File: config.mk
export PLATFORM = sky130hd
export DESIGN_NAME = clock_set_key_controller_flat
export DESIGN_NICKNAME = d
export VERILOG_FILES = /design/src/cskc_pkg.sv /design/src/cskc_key_if.sv /design/src/cskc_disp_if.sv /design/src/cskc_keys.sv /design/src/cskc_fields.sv /design/src/cskc_outq.sv /design/src/clock_set_key_controller.sv /design/src/flat_wrapper.sv
export VERILOG_INCLUDE_DIRS = /design/src /design/src/src
export SDC_FILE = /design/constraint.sdc
export NUM_CORES = 1
export LEC_CHECK = 0
export BUFFER_PORTS_ARGS = -buffer_cell sky130_fd_sc_hd__buf_2
export CAP_MARGIN = 20
export CORE_MARGIN = 5
export CORE_UTILIZATION = 41
export CTS_CLUSTER_DIAMETER = 30
export CTS_CLUSTER_SIZE = 12
export DETAILED_ROUTE_END_ITERATION = 16
export PLACE_DENSITY = 0.59
export SYNTH_ARGS = -nofsm -noshare
export SYNTH_HDL_FRONTEND = slang
export SYNTH_SLANG_ARGS = --single-unit
File: constraint.sdc
create_clock -name clk -period 6.4 [get_ports clk]
set_input_delay 0.32 -clock clk [delete_from_list [all_inputs] [get_ports clk]]
set_output_delay 0.32 -clock clk [all_outputs]
set_load 0.005 [all_outputs]
File: src/clock_set_key_controller_macros.svh
// Assertion macros shared by the clock set key controller RTL.
// Depends on nothing; included by the files that carry assertions.
`ifndef CLOCK_SET_KEY_CONTROLLER_MACROS_SVH
`define CLOCK_SET_KEY_CONTROLLER_MACROS_SVH

// Check that a condition implies another in the same cycle
`define CSKC_ASSERT_NOW(label, clk, rst_n, cond, expr) \
	label: assert property (@(posedge clk) disable iff (!rst_n) (cond) |-> (expr)) \
		else $error("cskc: same-cycle check failed");

// Check that a condition implies another in the next cycle
`define CSKC_ASSERT_NEXT(label, clk, rst_n, cond, expr) \
	label: assert property (@(posedge clk) disable iff (!rst_n) (cond) |=> (expr)) \
		else $error("cskc: next-cycle check failed");

`endif

File: src/cskc_pkg.sv
// Types, constants and field stepping functions for the clock set key controller.
// Depends on nothing; used by cskc_keys, cskc_fields, cskc_outq, the top level and the bench.
package cskc_pkg;

	localparam int unsigned CfgW = 8;
	localparam int unsigned CfgIdxW = 2;

	// Register reset values
	localparam logic [CfgW-1:0] DebounceRst = 8'd5;
	localparam logic [CfgW-1:0] LongPressRst = 8'd100;
	localparam logic [CfgW-1:0] RepeatGapRst = 8'd50;
	localparam logic [CfgW-1:0] CountLimitRst = 8'hf0;

	// Clock field reset values
	localparam logic [4:0] HourRst = 5'd22;
	localparam logic [5:0] MinuteRst = 6'd6;
	localparam logic [5:0] SecondRst = 6'd33;
	localparam logic [4:0] DayRst = 5'd25;
	localparam logic [3:0] MonthRst = 4'd12;
	localparam logic [15:0] YearRst = 16'd2005;
	localparam logic [2:0] WeekdayRst = 3'd7;

	// Field limits
	localparam logic [5:0] MinuteMax = 6'd59;
	localparam logic [4:0] HourMax = 5'd23;
	localparam logic [4:0] DayMax = 5'd31;
	localparam logic [4:0] MonthOver = 5'd13;
	localparam logic [3:0] MonthMax = 4'd12;
	localparam logic [2:0] WeekdayMax = 3'd7;

	typedef enum logic [CfgIdxW-1:0] {
		CFG_DEBOUNCE = 2'd0,
		CFG_LONG_PRESS = 2'd1,
		CFG_REPEAT_GAP = 2'd2,
		CFG_COUNT_LIMIT = 2'd3
	} cfg_idx_t;

	typedef enum logic [2:0] {
		MODE_TIME = 3'd0,
		MODE_DATE = 3'd1,
		MODE_YEAR = 3'd2,
		MODE_WDAY = 3'd3,
		MODE_OFF = 3'd4
	} mode_t;

	// Key actions decided for one beat
	typedef struct packed {
		logic sel;
		logic plus;
		logic minus;
		logic any;
	} act_t;

	typedef struct packed {
		logic [4:0] hour;
		logic [5:0] minute;
		logic [5:0] second;
		logic [4:0] day;
		logic [3:0] month;
		logic [15:0] year;
		logic [2:0] weekday;
	} fields_t;

	typedef struct packed {
		fields_t fld;
		logic [2:0] mode;
		logic changed;
	} result_t;

	// Step the chosen field up by one, with wraps
	function automatic fields_t step_plus(input fields_t f, input mode_t m);
		fields_t r;
		logic [4:0] mon;
		r = f;
		mon = {1'b0, f.month};
		unique case (m)
			MODE_TIME: begin
				if (f.minute >= MinuteMax) begin
					r.minute = '0;
					r.hour = (f.hour >= HourMax) ? 5'd0 : f.hour + 5'd1;
				end else begin
					r.minute = f.minute + 6'd1;
				end
			end
			MODE_DATE: begin
				if (f.day >= DayMax) begin
					r.day = 5'd1;
					mon = mon + 5'd1;
				end else begin
					r.day = f.day + 5'd1;
				end
				r.month = (mon >= MonthOver) ? 4'd1 : mon[3:0];
			end
			MODE_YEAR: r.year = f.year + 16'd1;
			MODE_WDAY: r.weekday = (f.weekday >= WeekdayMax) ? 3'd1 : f.weekday + 3'd1;
			default: ;
		endcase
		return r;
	endfunction

	// Step the chosen field down by one, with wraps
	function automatic fields_t step_minus(input fields_t f, input mode_t m);
		fields_t r;
		r = f;
		unique case (m)
			MODE_TIME: begin
				if (f.minute == 6'd0) begin
					r.minute = MinuteMax;
					r.hour = (f.hour == 5'd0) ? HourMax : f.hour - 5'd1;
				end else begin
					r.minute = f.minute - 6'd1;
				end
			end
			MODE_DATE: begin
				if (f.day <= 5'd1) begin
					r.day = DayMax;
					r.month = (f.month <= 4'd1) ? MonthMax : f.month - 4'd1;
				end else begin
					r.day = f.day - 5'd1;
				end
			end
			MODE_YEAR: r.year = f.year - 16'd1;
			MODE_WDAY: r.weekday = (f.weekday <= 3'd1) ? WeekdayMax : f.weekday - 3'd1;
			default: ;
		endcase
		return r;
	endfunction

	// Saturating hold counter update, cleared while the key is released
	function automatic logic [CfgW-1:0] hold_next(input logic [CfgW-1:0] cnt, input logic lvl,
			input logic [CfgW-1:0] limit);
		logic [CfgW-1:0] r;
		r = '0;
		if (lvl) begin
			r = (cnt < limit) ? cnt + 8'd1 : cnt;
		end
		return r;
	endfunction

endpackage

File: src/cskc_key_if.sv
// Key tick channel: valid/ready handshake carrying the three key levels.
// Depends on nothing.
interface cskc_key_if;
	logic valid;
	logic ready;
	logic minus_pressed;
	logic plus_pressed;
	logic select_pressed;

	modport source (output valid, output minus_pressed, output plus_pressed,
		output select_pressed, input ready);
	modport sink (input valid, input minus_pressed, input plus_pressed,
		input select_pressed, output ready);
endinterface

File: src/cskc_disp_if.sv
// Result channel: valid/ready handshake carrying the clock fields, mode and change flag.
// Depends on nothing.
interface cskc_disp_if;
	logic valid;
	logic ready;
	logic [4:0] hour_out;
	logic [5:0] minute_out;
	logic [5:0] second_out;
	logic [4:0] day_out;
	logic [3:0] month_out;
	logic [15:0] year_out;
	logic [2:0] weekday_out;
	logic [2:0] mode_out;
	logic changed;

	modport source (output valid, output hour_out, output minute_out, output second_out,
		output day_out, output month_out, output year_out, output weekday_out,
		output mode_out, output changed, input ready);
	modport sink (input valid, input hour_out, input minute_out, input second_out,
		input day_out, input month_out, input year_out, input weekday_out,
		input mode_out, input changed, output ready);
endinterface

File: src/cskc_keys.sv
// Key front end: config registers, hold counters, heartbeat and action decision.
// Depends on cskc_pkg.
module cskc_keys (
	input  logic                                  clk,
	input  logic                                  arst_n,
	input  logic                                  cfg_we,
	input  logic [cskc_pkg::CfgIdxW-1:0]          cfg_index,
	input  logic [cskc_pkg::CfgW-1:0]             cfg_wdata,
	input  logic                                  accept,
	input  logic                                  minus_lvl,
	input  logic                                  plus_lvl,
	input  logic                                  select_lvl,
	output cskc_pkg::act_t                        act
);

	logic [cskc_pkg::CfgW-1:0] debounce_q, long_press_q, repeat_gap_q, count_limit_q;
	logic [cskc_pkg::CfgW-1:0] minus_hold_q, plus_hold_q, select_hold_q;
	logic [cskc_pkg::CfgW-1:0] heartbeat_q, last_change_q;
	logic [cskc_pkg::CfgW-1:0] minus_nxt, plus_nxt, select_nxt, hb_nxt, since;
	logic any_long, gap_open, armed;

	// Take register writes
	always_ff @(posedge clk or negedge arst_n) begin
		if (!arst_n) begin
			debounce_q <= cskc_pkg::DebounceRst;
			long_press_q <= cskc_pkg::LongPressRst;
			repeat_gap_q <= cskc_pkg::RepeatGapRst;
			count_limit_q <= cskc_pkg::CountLimitRst;
		end else if (cfg_we) begin
			unique case (cfg_index)
				cskc_pkg::CFG_DEBOUNCE: debounce_q <= cfg_wdata;
				cskc_pkg::CFG_LONG_PRESS: long_press_q <= cfg_wdata;
				cskc_pkg::CFG_REPEAT_GAP: repeat_gap_q <= cfg_wdata;
				cskc_pkg::CFG_COUNT_LIMIT: count_limit_q <= cfg_wdata;
				default: ;
			endcase
		end
	end

	// Work out the counters after this beat and which keys act
	always_comb begin
		minus_nxt = cskc_pkg::hold_next(minus_hold_q, minus_lvl, count_limit_q);
		plus_nxt = cskc_pkg::hold_next(plus_hold_q, plus_lvl, count_limit_q);
		select_nxt = cskc_pkg::hold_next(select_hold_q, select_lvl, count_limit_q);
		hb_nxt = heartbeat_q + 8'd1;
		since = hb_nxt - last_change_q;
		any_long = (plus_nxt >= long_press_q) || (minus_nxt >= long_press_q) ||
			(select_nxt >= long_press_q);
		gap_open = since >= repeat_gap_q;
		armed = any_long || gap_open;
		act.sel = armed && (select_nxt > debounce_q);
		act.plus = armed && (plus_nxt > debounce_q);
		act.minus = armed && (minus_nxt > debounce_q);
		act.any = act.sel || act.plus || act.minus;
	end

	// Advance counters on each accepted beat
	always_ff @(posedge clk or negedge arst_n) begin
		if (!arst_n) begin
			minus_hold_q <= '0;
			plus_hold_q <= '0;
			select_hold_q <= '0;
			heartbeat_q <= '0;
			last_change_q <= '0;
		end else if (accept) begin
			minus_hold_q <= minus_nxt;
			plus_hold_q <= plus_nxt;
			select_hold_q <= select_nxt;
			heartbeat_q <= hb_nxt;
			if (act.any) begin
				last_change_q <= hb_nxt;
			end
		end
	end

endmodule

File: src/cskc_fields.sv
// Adjust mode and clock field registers, stepped by the key actions of each beat.
// Depends on cskc_pkg and the assertion macro header.
`include "clock_set_key_controller_macros.svh"

module cskc_fields (
	input  logic              clk,
	input  logic              arst_n,
	input  logic              accept,
	input  cskc_pkg::act_t    act,
	output cskc_pkg::result_t res
);

	cskc_pkg::mode_t mode_q, mode_nxt;
	cskc_pkg::fields_t fld_q, fld_up, fld_dn, fld_nxt;

	// Cycle the mode, then step the chosen field up and down in that order
	always_comb begin
		mode_nxt = mode_q;
		if (act.sel) begin
			mode_nxt = (mode_q >= cskc_pkg::MODE_OFF) ? cskc_pkg::MODE_TIME :
				cskc_pkg::mode_t'(mode_q + 3'd1);
		end
		fld_up = act.plus ? cskc_pkg::step_plus(fld_q, mode_nxt) : fld_q;
		fld_dn = act.minus ? cskc_pkg::step_minus(fld_up, mode_nxt) : fld_up;
		fld_nxt = fld_dn;
		// A minute change drops the seconds
		if ((mode_nxt == cskc_pkg::MODE_TIME) && (act.plus || act.minus)) begin
			fld_nxt.second = '0;
		end
		res.fld = fld_nxt;
		res.mode = mode_nxt;
		res.changed = act.any;
	end

	// Hold the new values on each accepted beat
	always_ff @(posedge clk or negedge arst_n) begin
		if (!arst_n) begin
			mode_q <= cskc_pkg::MODE_TIME;
			fld_q.hour <= cskc_pkg::HourRst;
			fld_q.minute <= cskc_pkg::MinuteRst;
			fld_q.second <= cskc_pkg::SecondRst;
			fld_q.day <= cskc_pkg::DayRst;
			fld_q.month <= cskc_pkg::MonthRst;
			fld_q.year <= cskc_pkg::YearRst;
			fld_q.weekday <= cskc_pkg::WeekdayRst;
		end else if (accept) begin
			mode_q <= mode_nxt;
			fld_q <= fld_nxt;
		end
	end

	`CSKC_ASSERT_NEXT(a_idle_beat_keeps_fields, clk, arst_n, accept && !act.any, $stable(fld_q) && $stable(mode_q))
	`CSKC_ASSERT_NOW(a_date_in_range, clk, arst_n, 1'b1, fld_q.day >= 5'd1 && fld_q.day <= cskc_pkg::DayMax && fld_q.month >= 4'd1 && fld_q.month <= cskc_pkg::MonthMax)
	`CSKC_ASSERT_NEXT(a_minute_step_clears_sec, clk, arst_n, accept && mode_nxt == cskc_pkg::MODE_TIME && (act.plus || act.minus), fld_q.second == 6'd0)

endmodule

File: src/cskc_outq.sv
// Two-entry result buffer between the field logic and the result channel.
// Depends on cskc_pkg and cskc_disp_if.
module cskc_outq (
	input  logic                 clk,
	input  logic                 arst_n,
	input  logic                 push,
	input  cskc_pkg::result_t    push_data,
	output logic                 room,
	cskc_disp_if.source          disp
);

	cskc_pkg::result_t buf_q [2];
	logic wr_ptr_q, rd_ptr_q;
	logic [1:0] cnt_q;
	logic pop;
	cskc_pkg::result_t head;

	assign room = cnt_q != 2'd2;
	assign pop = (cnt_q != 2'd0) && disp.ready;
	assign head = buf_q[rd_ptr_q];

	// Store the result of each accepted beat
	always_ff @(posedge clk) begin
		if (push) begin
			buf_q[wr_ptr_q] <= push_data;
		end
	end

	// Advance pointers and fill count
	always_ff @(posedge clk or negedge arst_n) begin
		if (!arst_n) begin
			wr_ptr_q <= 1'b0;
			rd_ptr_q <= 1'b0;
			cnt_q <= 2'd0;
		end else begin
			if (push) begin
				wr_ptr_q <= ~wr_ptr_q;
			end
			if (pop) begin
				rd_ptr_q <= ~rd_ptr_q;
			end
			cnt_q <= cnt_q + {1'b0, push} - {1'b0, pop};
		end
	end

	// Drive the oldest result onto the channel
	always_comb begin
		disp.valid = cnt_q != 2'd0;
		disp.hour_out = head.fld.hour;
		disp.minute_out = head.fld.minute;
		disp.second_out = head.fld.second;
		disp.day_out = head.fld.day;
		disp.month_out = head.fld.month;
		disp.year_out = head.fld.year;
		disp.weekday_out = head.fld.weekday;
		disp.mode_out = head.mode;
		disp.changed = head.changed;
	end

endmodule

File: src/clock_set_key_controller.sv
// Top level of the clock set key controller: key front end, field registers, result buffer.
// Depends on cskc_pkg, cskc_key_if, cskc_disp_if, cskc_keys, cskc_fields, cskc_outq, macro header.
//
// One key beat (a 5 ms tick carrying the minus, plus and select levels) is taken per clock
// cycle while the result buffer has a free entry. The hold counters, heartbeat, adjust mode
// and clock fields are all updated in the cycle the beat is accepted, by one pass of compare
// and increment logic, and the resulting fields, mode and change flag are written into the
// result buffer, whose oldest entry drives the result channel. A two-entry result buffer
// lets beats keep flowing while a result waits; the key channel stalls only when both
// entries are held. Configuration writes (debounce minimum, long press, repeat gap, count
// limit) take effect on the next beat and are expected only while no beat is in flight.
`include "clock_set_key_controller_macros.svh"

module clock_set_key_controller (
	input  logic                           clk,
	input  logic                           arst_n,
	input  logic                           cfg_we,
	input  logic [cskc_pkg::CfgIdxW-1:0]   cfg_index,
	input  logic [cskc_pkg::CfgW-1:0]      cfg_wdata,
	cskc_key_if.sink                       key,
	cskc_disp_if.source                    disp
);

	logic accept;
	logic room;
	cskc_pkg::act_t act;
	cskc_pkg::result_t res;

	// Accept a beat whenever the buffer has a free entry
	assign key.ready = room;
	assign accept = key.valid && room;

	cskc_keys u_keys (
		.clk        (clk),
		.arst_n     (arst_n),
		.cfg_we     (cfg_we),
		.cfg_index  (cfg_index),
		.cfg_wdata  (cfg_wdata),
		.accept     (accept),
		.minus_lvl  (key.minus_pressed),
		.plus_lvl   (key.plus_pressed),
		.select_lvl (key.select_pressed),
		.act        (act)
	);

	cskc_fields u_fields (
		.clk    (clk),
		.arst_n (arst_n),
		.accept (accept),
		.act    (act),
		.res    (res)
	);

	cskc_outq u_outq (
		.clk       (clk),
		.arst_n    (arst_n),
		.push      (accept),
		.push_data (res),
		.room      (room),
		.disp      (disp)
	);

	`CSKC_ASSERT_NOW(a_stall_means_result_waiting, clk, arst_n, !key.ready, disp.valid)
	`CSKC_ASSERT_NEXT(a_beat_yields_result, clk, arst_n, accept, disp.valid)
	`CSKC_ASSERT_NOW(a_change_needs_key, clk, arst_n, accept && act.any, key.minus_pressed || key.plus_pressed || key.select_pressed)

endmodule

File: src/flat_wrapper.sv
// flat-port wrapper written by rule: the top's interface ports become plain ports
module clock_set_key_controller_flat 
  (clk, arst_n, cfg_we, cfg_index, cfg_wdata, key_valid, key_minus_pressed, key_plus_pressed, key_select_pressed, key_ready, disp_valid, disp_hour_out, disp_minute_out, disp_second_out, disp_day_out, disp_month_out, disp_year_out, disp_weekday_out, disp_mode_out, disp_changed, disp_ready);
  cskc_key_if key_i ();
  cskc_disp_if disp_i ();
  input  logic clk;
  input  logic arst_n;
  input  logic cfg_we;
  input  logic [cskc_pkg::CfgIdxW-1:0] cfg_index;
  input  logic [cskc_pkg::CfgW-1:0] cfg_wdata;
  input wire logic [$bits(key_i.valid)-1:0] key_valid;
  input wire logic [$bits(key_i.minus_pressed)-1:0] key_minus_pressed;
  input wire logic [$bits(key_i.plus_pressed)-1:0] key_plus_pressed;
  input wire logic [$bits(key_i.select_pressed)-1:0] key_select_pressed;
  output wire logic [$bits(key_i.ready)-1:0] key_ready;
  output wire logic [$bits(disp_i.valid)-1:0] disp_valid;
  output wire logic [$bits(disp_i.hour_out)-1:0] disp_hour_out;
  output wire logic [$bits(disp_i.minute_out)-1:0] disp_minute_out;
  output wire logic [$bits(disp_i.second_out)-1:0] disp_second_out;
  output wire logic [$bits(disp_i.day_out)-1:0] disp_day_out;
  output wire logic [$bits(disp_i.month_out)-1:0] disp_month_out;
  output wire logic [$bits(disp_i.year_out)-1:0] disp_year_out;
  output wire logic [$bits(disp_i.weekday_out)-1:0] disp_weekday_out;
  output wire logic [$bits(disp_i.mode_out)-1:0] disp_mode_out;
  output wire logic [$bits(disp_i.changed)-1:0] disp_changed;
  input wire logic [$bits(disp_i.ready)-1:0] disp_ready;
  assign key_i.valid = key_valid;
  assign key_i.minus_pressed = key_minus_pressed;
  assign key_i.plus_pressed = key_plus_pressed;
  assign key_i.select_pressed = key_select_pressed;
  assign key_ready = key_i.ready;
  assign disp_valid = disp_i.valid;
  assign disp_hour_out = disp_i.hour_out;
  assign disp_minute_out = disp_i.minute_out;
  assign disp_second_out = disp_i.second_out;
  assign disp_day_out = disp_i.day_out;
  assign disp_month_out = disp_i.month_out;
  assign disp_year_out = disp_i.year_out;
  assign disp_weekday_out = disp_i.weekday_out;
  assign disp_mode_out = disp_i.mode_out;
  assign disp_changed = disp_i.changed;
  assign disp_i.ready = disp_ready;
  clock_set_key_controller u_core (.clk(clk), .arst_n(arst_n), .cfg_we(cfg_we), .cfg_index(cfg_index), .cfg_wdata(cfg_wdata), .key(key_i), .disp(disp_i));
endmodule
After elaboration in Yosys (flattened, before gate mapping)

Memory sizes are Yosys's and may differ from the RTL's.
Cells that the tools add are included.

Reductions and logical operators: 22
Order comparisons: 19
Bitwise operators: 2
Eq/ne operators: 7
Add/subtract/negate cells: 20
Multiplexer cells: 36

Operators with widths:

| kind                                                     | count |
|---|---|
| 2-to-1 mux 45 bit                                        | 2 |
| 2-to-1 mux 8 bit                                         | 6 |
| 2-to-1 mux 5 bit                                         | 8 |
| adder 8 x 1 -> 8 bit, second input constant              | 4 |
| greater-or-equal comparator 8 bit                        | 4 |
| 2-to-1 mux 16 bit                                        | 2 |
| > comparator 8 bit                                       | 3 |
| less-than comparator 8 bit                               | 3 |
| 2-to-1 mux 11 bit                                        | 2 |
| 2-to-1 mux 3 bit                                         | 6 |
| 2-to-1 mux 6 bit                                         | 3 |
| 2-to-1 mux 9 bit                                         | 2 |
| adder 16 x 1 -> 16 bit, second input constant            | 1 |
| subtractor 16 x 1 -> 16 bit, second input constant       | 1 |
| 2-to-1 mux 4 bit                                         | 3 |
| adder 5 x 1 -> 5 bit, second input constant              | 2 |
| greater-or-equal comparator 5 bit, second input constant | 2 |
| AND reduction 2 bit                                      | 5 |
| subtractor 5 x 1 -> 5 bit, second input constant         | 2 |
| subtractor 8 bit                                         | 1 |
| adder 3 x 1 -> 3 bit, second input constant              | 2 |
| adder 6 x 1 -> 6 bit, second input constant              | 1 |
| equality test 3 x 2 -> 1 bit, second input constant      | 2 |
| greater-or-equal comparator 3 bit, second input constant | 2 |
| other kinds (24)                                         | 37 |

Memories kept: 1
Register bits: 124
Bits in writable memories: 98

Memory list:

| memory              | words | width | read ports | clocked after memory_dff | wr ports | line            | text |
|---|---|---|---|---|---|---|---|
| u_core.u_outq.buf_q | 2     | 49    | 1          | 0                        | 1        | cskc_outq.sv:12 | `cskc_pkg::result_t buf_q [2];` |

Logic depth before layout (Yosys ltp)

Word-level depth: 21
Depth in mapped cells: 31
Mapped depth without buffers: 26

By module

A second synthesis with hierarchy kept.

Cell total of the unflattened synthesis: 1369
Area, all modules: 14746.6 um2

By module, submodules not included:

| module                   | times used | cells an instance | area an instance (um2) |
|---|---|---|---|
| cskc_keys                | 1          | 618               | 5755.5 |
| cskc_fields              | 1          | 580               | 4997.3 |
| cskc_outq                | 1          | 170               | 3987.6 |
| clock_set_key_controller | 1          | 1                 | 6.3 |

Worst setup path before layout

No wires, ideal clock.

Path kind: register to register
From: register u_core.u_keys.count_limit_q[1] in the netlist's numbering
To: memory u_core.u_outq.buf_q[0][11] in the netlist's numbering, data pin
Slack: -0.063 ns
Clock period less this slack: 6.463 ns
Cell stages (with the launch flop): 25
Data required time: 6.126 ns
Data arrival time: 6.189 ns
Cell sequence: dfrtp_1 > inv_1 > ha_1 > a21o_1 > a21o_1 > a21o_1 > a21o_1 > a2111oi_0 > o21ai_0 > nor2_1 > xnor2_1 > nor2_1 > ha_1 > nand2_1 > or3_1 > nor3_1 > nor4_1 > clkbuf_1 > nor3_1 > mux2i_1 > ha_1 > nand4_1 > or4b_2 > o21ai_0 > xor2_1

RTL lines:

| item                   | line            | text |
|---|---|---|
| start, declared        | cskc_keys.sv:16 | `logic [cskc_pkg::CfgW-1:0] debounce_q, long_press_q, repeat_gap_q, count_limit_q;` |
| start signal, assigned | cskc_keys.sv:28 | `count_limit_q <= cskc_pkg::CountLimitRst;` |
| start signal, assigned | cskc_keys.sv:34 | `cskc_pkg::CFG_COUNT_LIMIT: count_limit_q <= cfg_wdata;` |
| end, declared          | cskc_outq.sv:12 |  |

==> impl_summary.txt <==
----------------------------------------------------
[Layout]
  ANT cells ... 0
  Highest-count cells in the layout ignoring fill and taps ... nand2_1, ha_1, edfxtp_1
  Layout overhead on the synthesized area ... 21.3%
  Largest registers ranked by flip-flop count ... u_core.u_outq.buf_q: 98 flops, u_core.u_fields.fld_q: 45 flops
  Share of cells above drive strength 1 ... 25.4%
  Commonest non-fill, non-tap cell in the layout ... nand2_1
  Post-layout nets ... 1581
  Largest register FFs ... 98
  Reg with most FFs ... u_core.u_outq.buf_q

[Die]
  DIE AREA ... 37900 um2
  Top-level port count ... 69
  Standard-cell rows ... 67
  Placeable core region ... 33600 um2
  Die extent in y ... 195 um
  Horiz. Die Dim ... 195 um
  Starting utilization of the core area ... 41.6%

[Synth]
  Number of enable-type register cells in the synthesized netlist ... 98
  Mux contribution to synthesized area ... 10.3%
  Synthesized area per cell ... 10.4 um2
  Post-synthesis cell area ... 14000 um2
  Total nets after synthesis ... 1469
  Share of flip-flops with an asynchronous set or reset ... 55.9%
  Most frequently used flop master after synthesis ... edfxtp_1
  Number of flip-flops and latches in the synthesized netlist ... 222
  Simple-gate area share of the yosys netlist ... 16.0%
  Combinational family with the most area after synthesis ... simple AND/OR/NAND/NOR gates
  Post-Syn Instances ... 1340
  Post-synthesis xor/xnor area fraction ... 4.64%
  Post-synthesis cell type count ... 80
  Synthesized-area fraction occupied by ao, oa, aoi and oai cells ... 12.2%
  Sequential element share of the synthesized area ... 43.6%
  Number of warnings issued by yosys ... 0
  Post-synthesis share of cell area spent on full adders, half adders and majority gates ... 9.99%

[Routing]
  Number of vias per cell after detailed routing ... 5.42
  Initial DRC Count ... 696
  Detail-routed net length per standard cell ... 16.9 um
  Number of remaining DRC errors ... 0
  Number of antenna-violating nets in the routed design ... 0
  Final wirelength ... 32700 um
  Detailed-routing iteration count for the pre-antenna-repair pass ... 5
  Via total after detailed routing ... 10500

[Critical path]
  Start-to-end type of the worst setup path ... flip-flop to flip-flop
  Start of the worst register-to-register path ... u_core.u_keys.select_hold_q[1]
  Critical path data required time ... 6.87 ns
  Largest fanout of any net on the critical path ... 20
  Arrival time at the worst endpoint ... 6.61 ns
  Category of the worst setup path launch point ... flip-flop
  Crit end category ... flip-flop
  Worst setup path start ... u_core.u_keys.select_hold_q[1]

[Clock tree]
  Max Root-Sink Buffers ... 3
  Clock tree from TritonCTS ... done
  Post-CTS clock slew at the launch and capture registers of the worst setup and hold paths ... 0.05 ns
  Cts bufs inserted ... 49
  Clk sink count ... 222
  Number of H-tree branching levels ... 2
  Clk_lat worst skew ... 0.55 ns
  Clock root buffer master ... clkbuf_16

[Outcome]
  Outcome ... finished, final reports clean

[Power]
  Overall Power ... 7010 uW
  Worst voltage drop across the vdd grid ... 0.000200 V
  Leakage Power ... 0.00727 uW
  Power density relative to cell area ... 414 nW/um2

[STA]
  Number of hold violations in the final report ... 0
  TNS Setup ... 0 ns
  Pins Over Slew Limit ... 0
  Maximum operating frequency ... 163 MHz
  Final critical-path required period ... 6.14 ns
  Worst slew pin tran ... 1.04 ns
  Final clock skew ... 0.0297 ns
  Normalized max-slew margin ... 30.8%
  Setup violation total in the final timing report ... 0
  Final worst-path cycle share ... 95.9%

[Job]
  Number of maximum-capacitance constraint violations ... 0

[GRT]
  Vias in the first global route ... 10400
  Maximum number of pins on one net before global-route repair ... 71
  First-pass GRT wire length ... 54000 um
  Tot GR Track Use ... 17.0%
  Initial antenna violation count ... 0
  Total grt overflow ... 0

[Place]
  Final estimated routing congestion in global placement ... 0.882
  Detail Placement HPWL ... 22800 um
  Number of I/O port buffers ... 68

[Min path]
  Tightest Hold Check Type ... primary input to flip-flop
  Worst Min Path Start ... cfg_wdata[2]

----------------------------------------------------
## critical path, cell delays in order (launching register included)
cell and delay (ns):
dfrtp_1 0.43, ha_1 0.30, a21o_1 0.15, a21o_1 0.16, a21o_1 0.16, a21o_1 0.17, a21o_1 0.18, a21o_1 0.17
a21oi_1 0.23, buf_12 0.19, and4_1 0.24, mux2i_2 0.26, ha_1 0.29, and4_1 0.19, nor2b_2 0.17, a22o_2 0.30
buf_4 0.18, mux2_4 0.34, or4_4 0.54, nor3b_1 0.27, a21oi_2 0.09, ha_1 0.21, inv_1 0.10, nor3b_2 0.07
a21oi_2 0.24, a22oi_1 0.14, mux2_2 0.30
## layout make-up
type                            instances  area, um2
Inverter                               67        251
Clock inverter                         25        388
Tap cell                              448        561
Clock buffer                           67       1400
Sequential cell                       222       6090
Timing Repair Buffer                  115        713
Multi-Input combinational cell        997       7550
Fill cell                            3050      16700
## repair_timing
action,in CTS,in global routing
hold buffers,1,0
setup endpoints to repair,0,67
endpoints found under the hold margin,42,0
buffers inserted,0,9
resized for setup,0,30
## through the flow
step                      area [um2]  setup WS (ns)  hold slack [ns]  utilization (%)  instances
after floorplan                14000          0.149           0.0244                -       1340
after global placement         15000          0.190            0.440             44.5       1838
after detailed placement       15000         0.0658            0.443             44.5       1838
after CTS                      16800         0.0300           0.0252             49.8       1931
after global routing           16900        -0.0361           0.0292             50.4       1941
final                          16900          0.263           0.0472             50.4       1941
## routing by layer
layer	part of all wire (%)	global-route usage [%]	wire [um]	up-vias
met2	47	28.3	15300	226
met1	47	22.8	15300	5062
met3	4.6	3.17	1500	63
met4	2.1	5.16	690	0
met5	0	0	0	-
li1	-	-	-	5177
## cells in the mapped netlist (5+ instances only)
| library cell | number | share of area [%] |
|---|---|---|
| nand3_1 | 37 | 1.3 |
| mux2i_1 | 33 | 2.4 |
| nor2_1 | 77 | 2.1 |
| dfrtp_1 | 89 | 16 |
| nand2b_1 | 17 | 0.76 |
| a41oi_1 | 6 | 0.38 |
| a21o_1 | 27 | 1.5 |
| o211ai_1 | 9 | 0.48 |
| clkbuf_1 | 40 | 1.1 |
| a22oi_1 | 6 | 0.32 |
| xnor2_1 | 50 | 3.1 |
| edfxtp_1 | 98 | 21 |
| nor2b_1 | 19 | 0.85 |
| inv_1 | 66 | 1.8 |
| dfstp_2 | 35 | 6.6 |
| o31ai_1 | 7 | 0.38 |
| a31oi_1 | 21 | 0.94 |
| a22o_1 | 9 | 0.56 |
| or3_1 | 6 | 0.27 |
| and3_1 | 29 | 1.3 |
| nor3_1 | 24 | 0.86 |
| and2_1 | 24 | 1.1 |
| nor3b_1 | 6 | 0.32 |
| a21oi_1 | 51 | 1.8 |
| mux2_2 | 97 | 7.8 |
| and4_1 | 9 | 0.56 |
| nand4_1 | 19 | 0.85 |
| nand3b_1 | 7 | 0.38 |
| a211o_1 | 5 | 0.31 |
| nand2_1 | 118 | 3.2 |
| o21ai_0 | 52 | 1.9 |
| buf_1 | 9 | 0.24 |
| nor4_1 | 14 | 0.63 |
| ha_1 | 110 | 9.9 |
| xor2_1 | 24 | 1.5 |
| or2_2 | 6 | 0.27 |
## cell families after synthesis
logic type | after synthesis
DFF | 222
muxes | 131
and+or+nand+nor | 431
buffers and inverters | 121
xor gates and xnor gates | 74
adders and majority gates | 111
AOI/OAI and AO/OA | 250
## path summary, 6_finish.rpt
check	to	slack, ns	cells after the start
max reg2reg	u_core.u_fields.fld_q[41]	0.26	26
min in group asynchronous	u_core.u_fields.fld_q[31]	0.37	2
min reg2reg	u_core.u_outq.rd_ptr_q	0.46	1
max	u_core.u_fields.fld_q[41]	0.26	26
max in group asynchronous	u_core.u_keys.heartbeat_q[5]	4.57	3
min	u_core.u_keys.debounce_q[2]	0.05	3
## power breakdown
group / leakage [uW] / switching, uW / internal (uW)
Combinational: 0.00404 / 1300 / 1010
Clock: 0.000861 / 805 / 1850
Sequential: 0.00237 / 190 / 1840
Total: 0.00727 / 2300 / 4710
No activity file was read; power rests on OpenSTA's default activity.
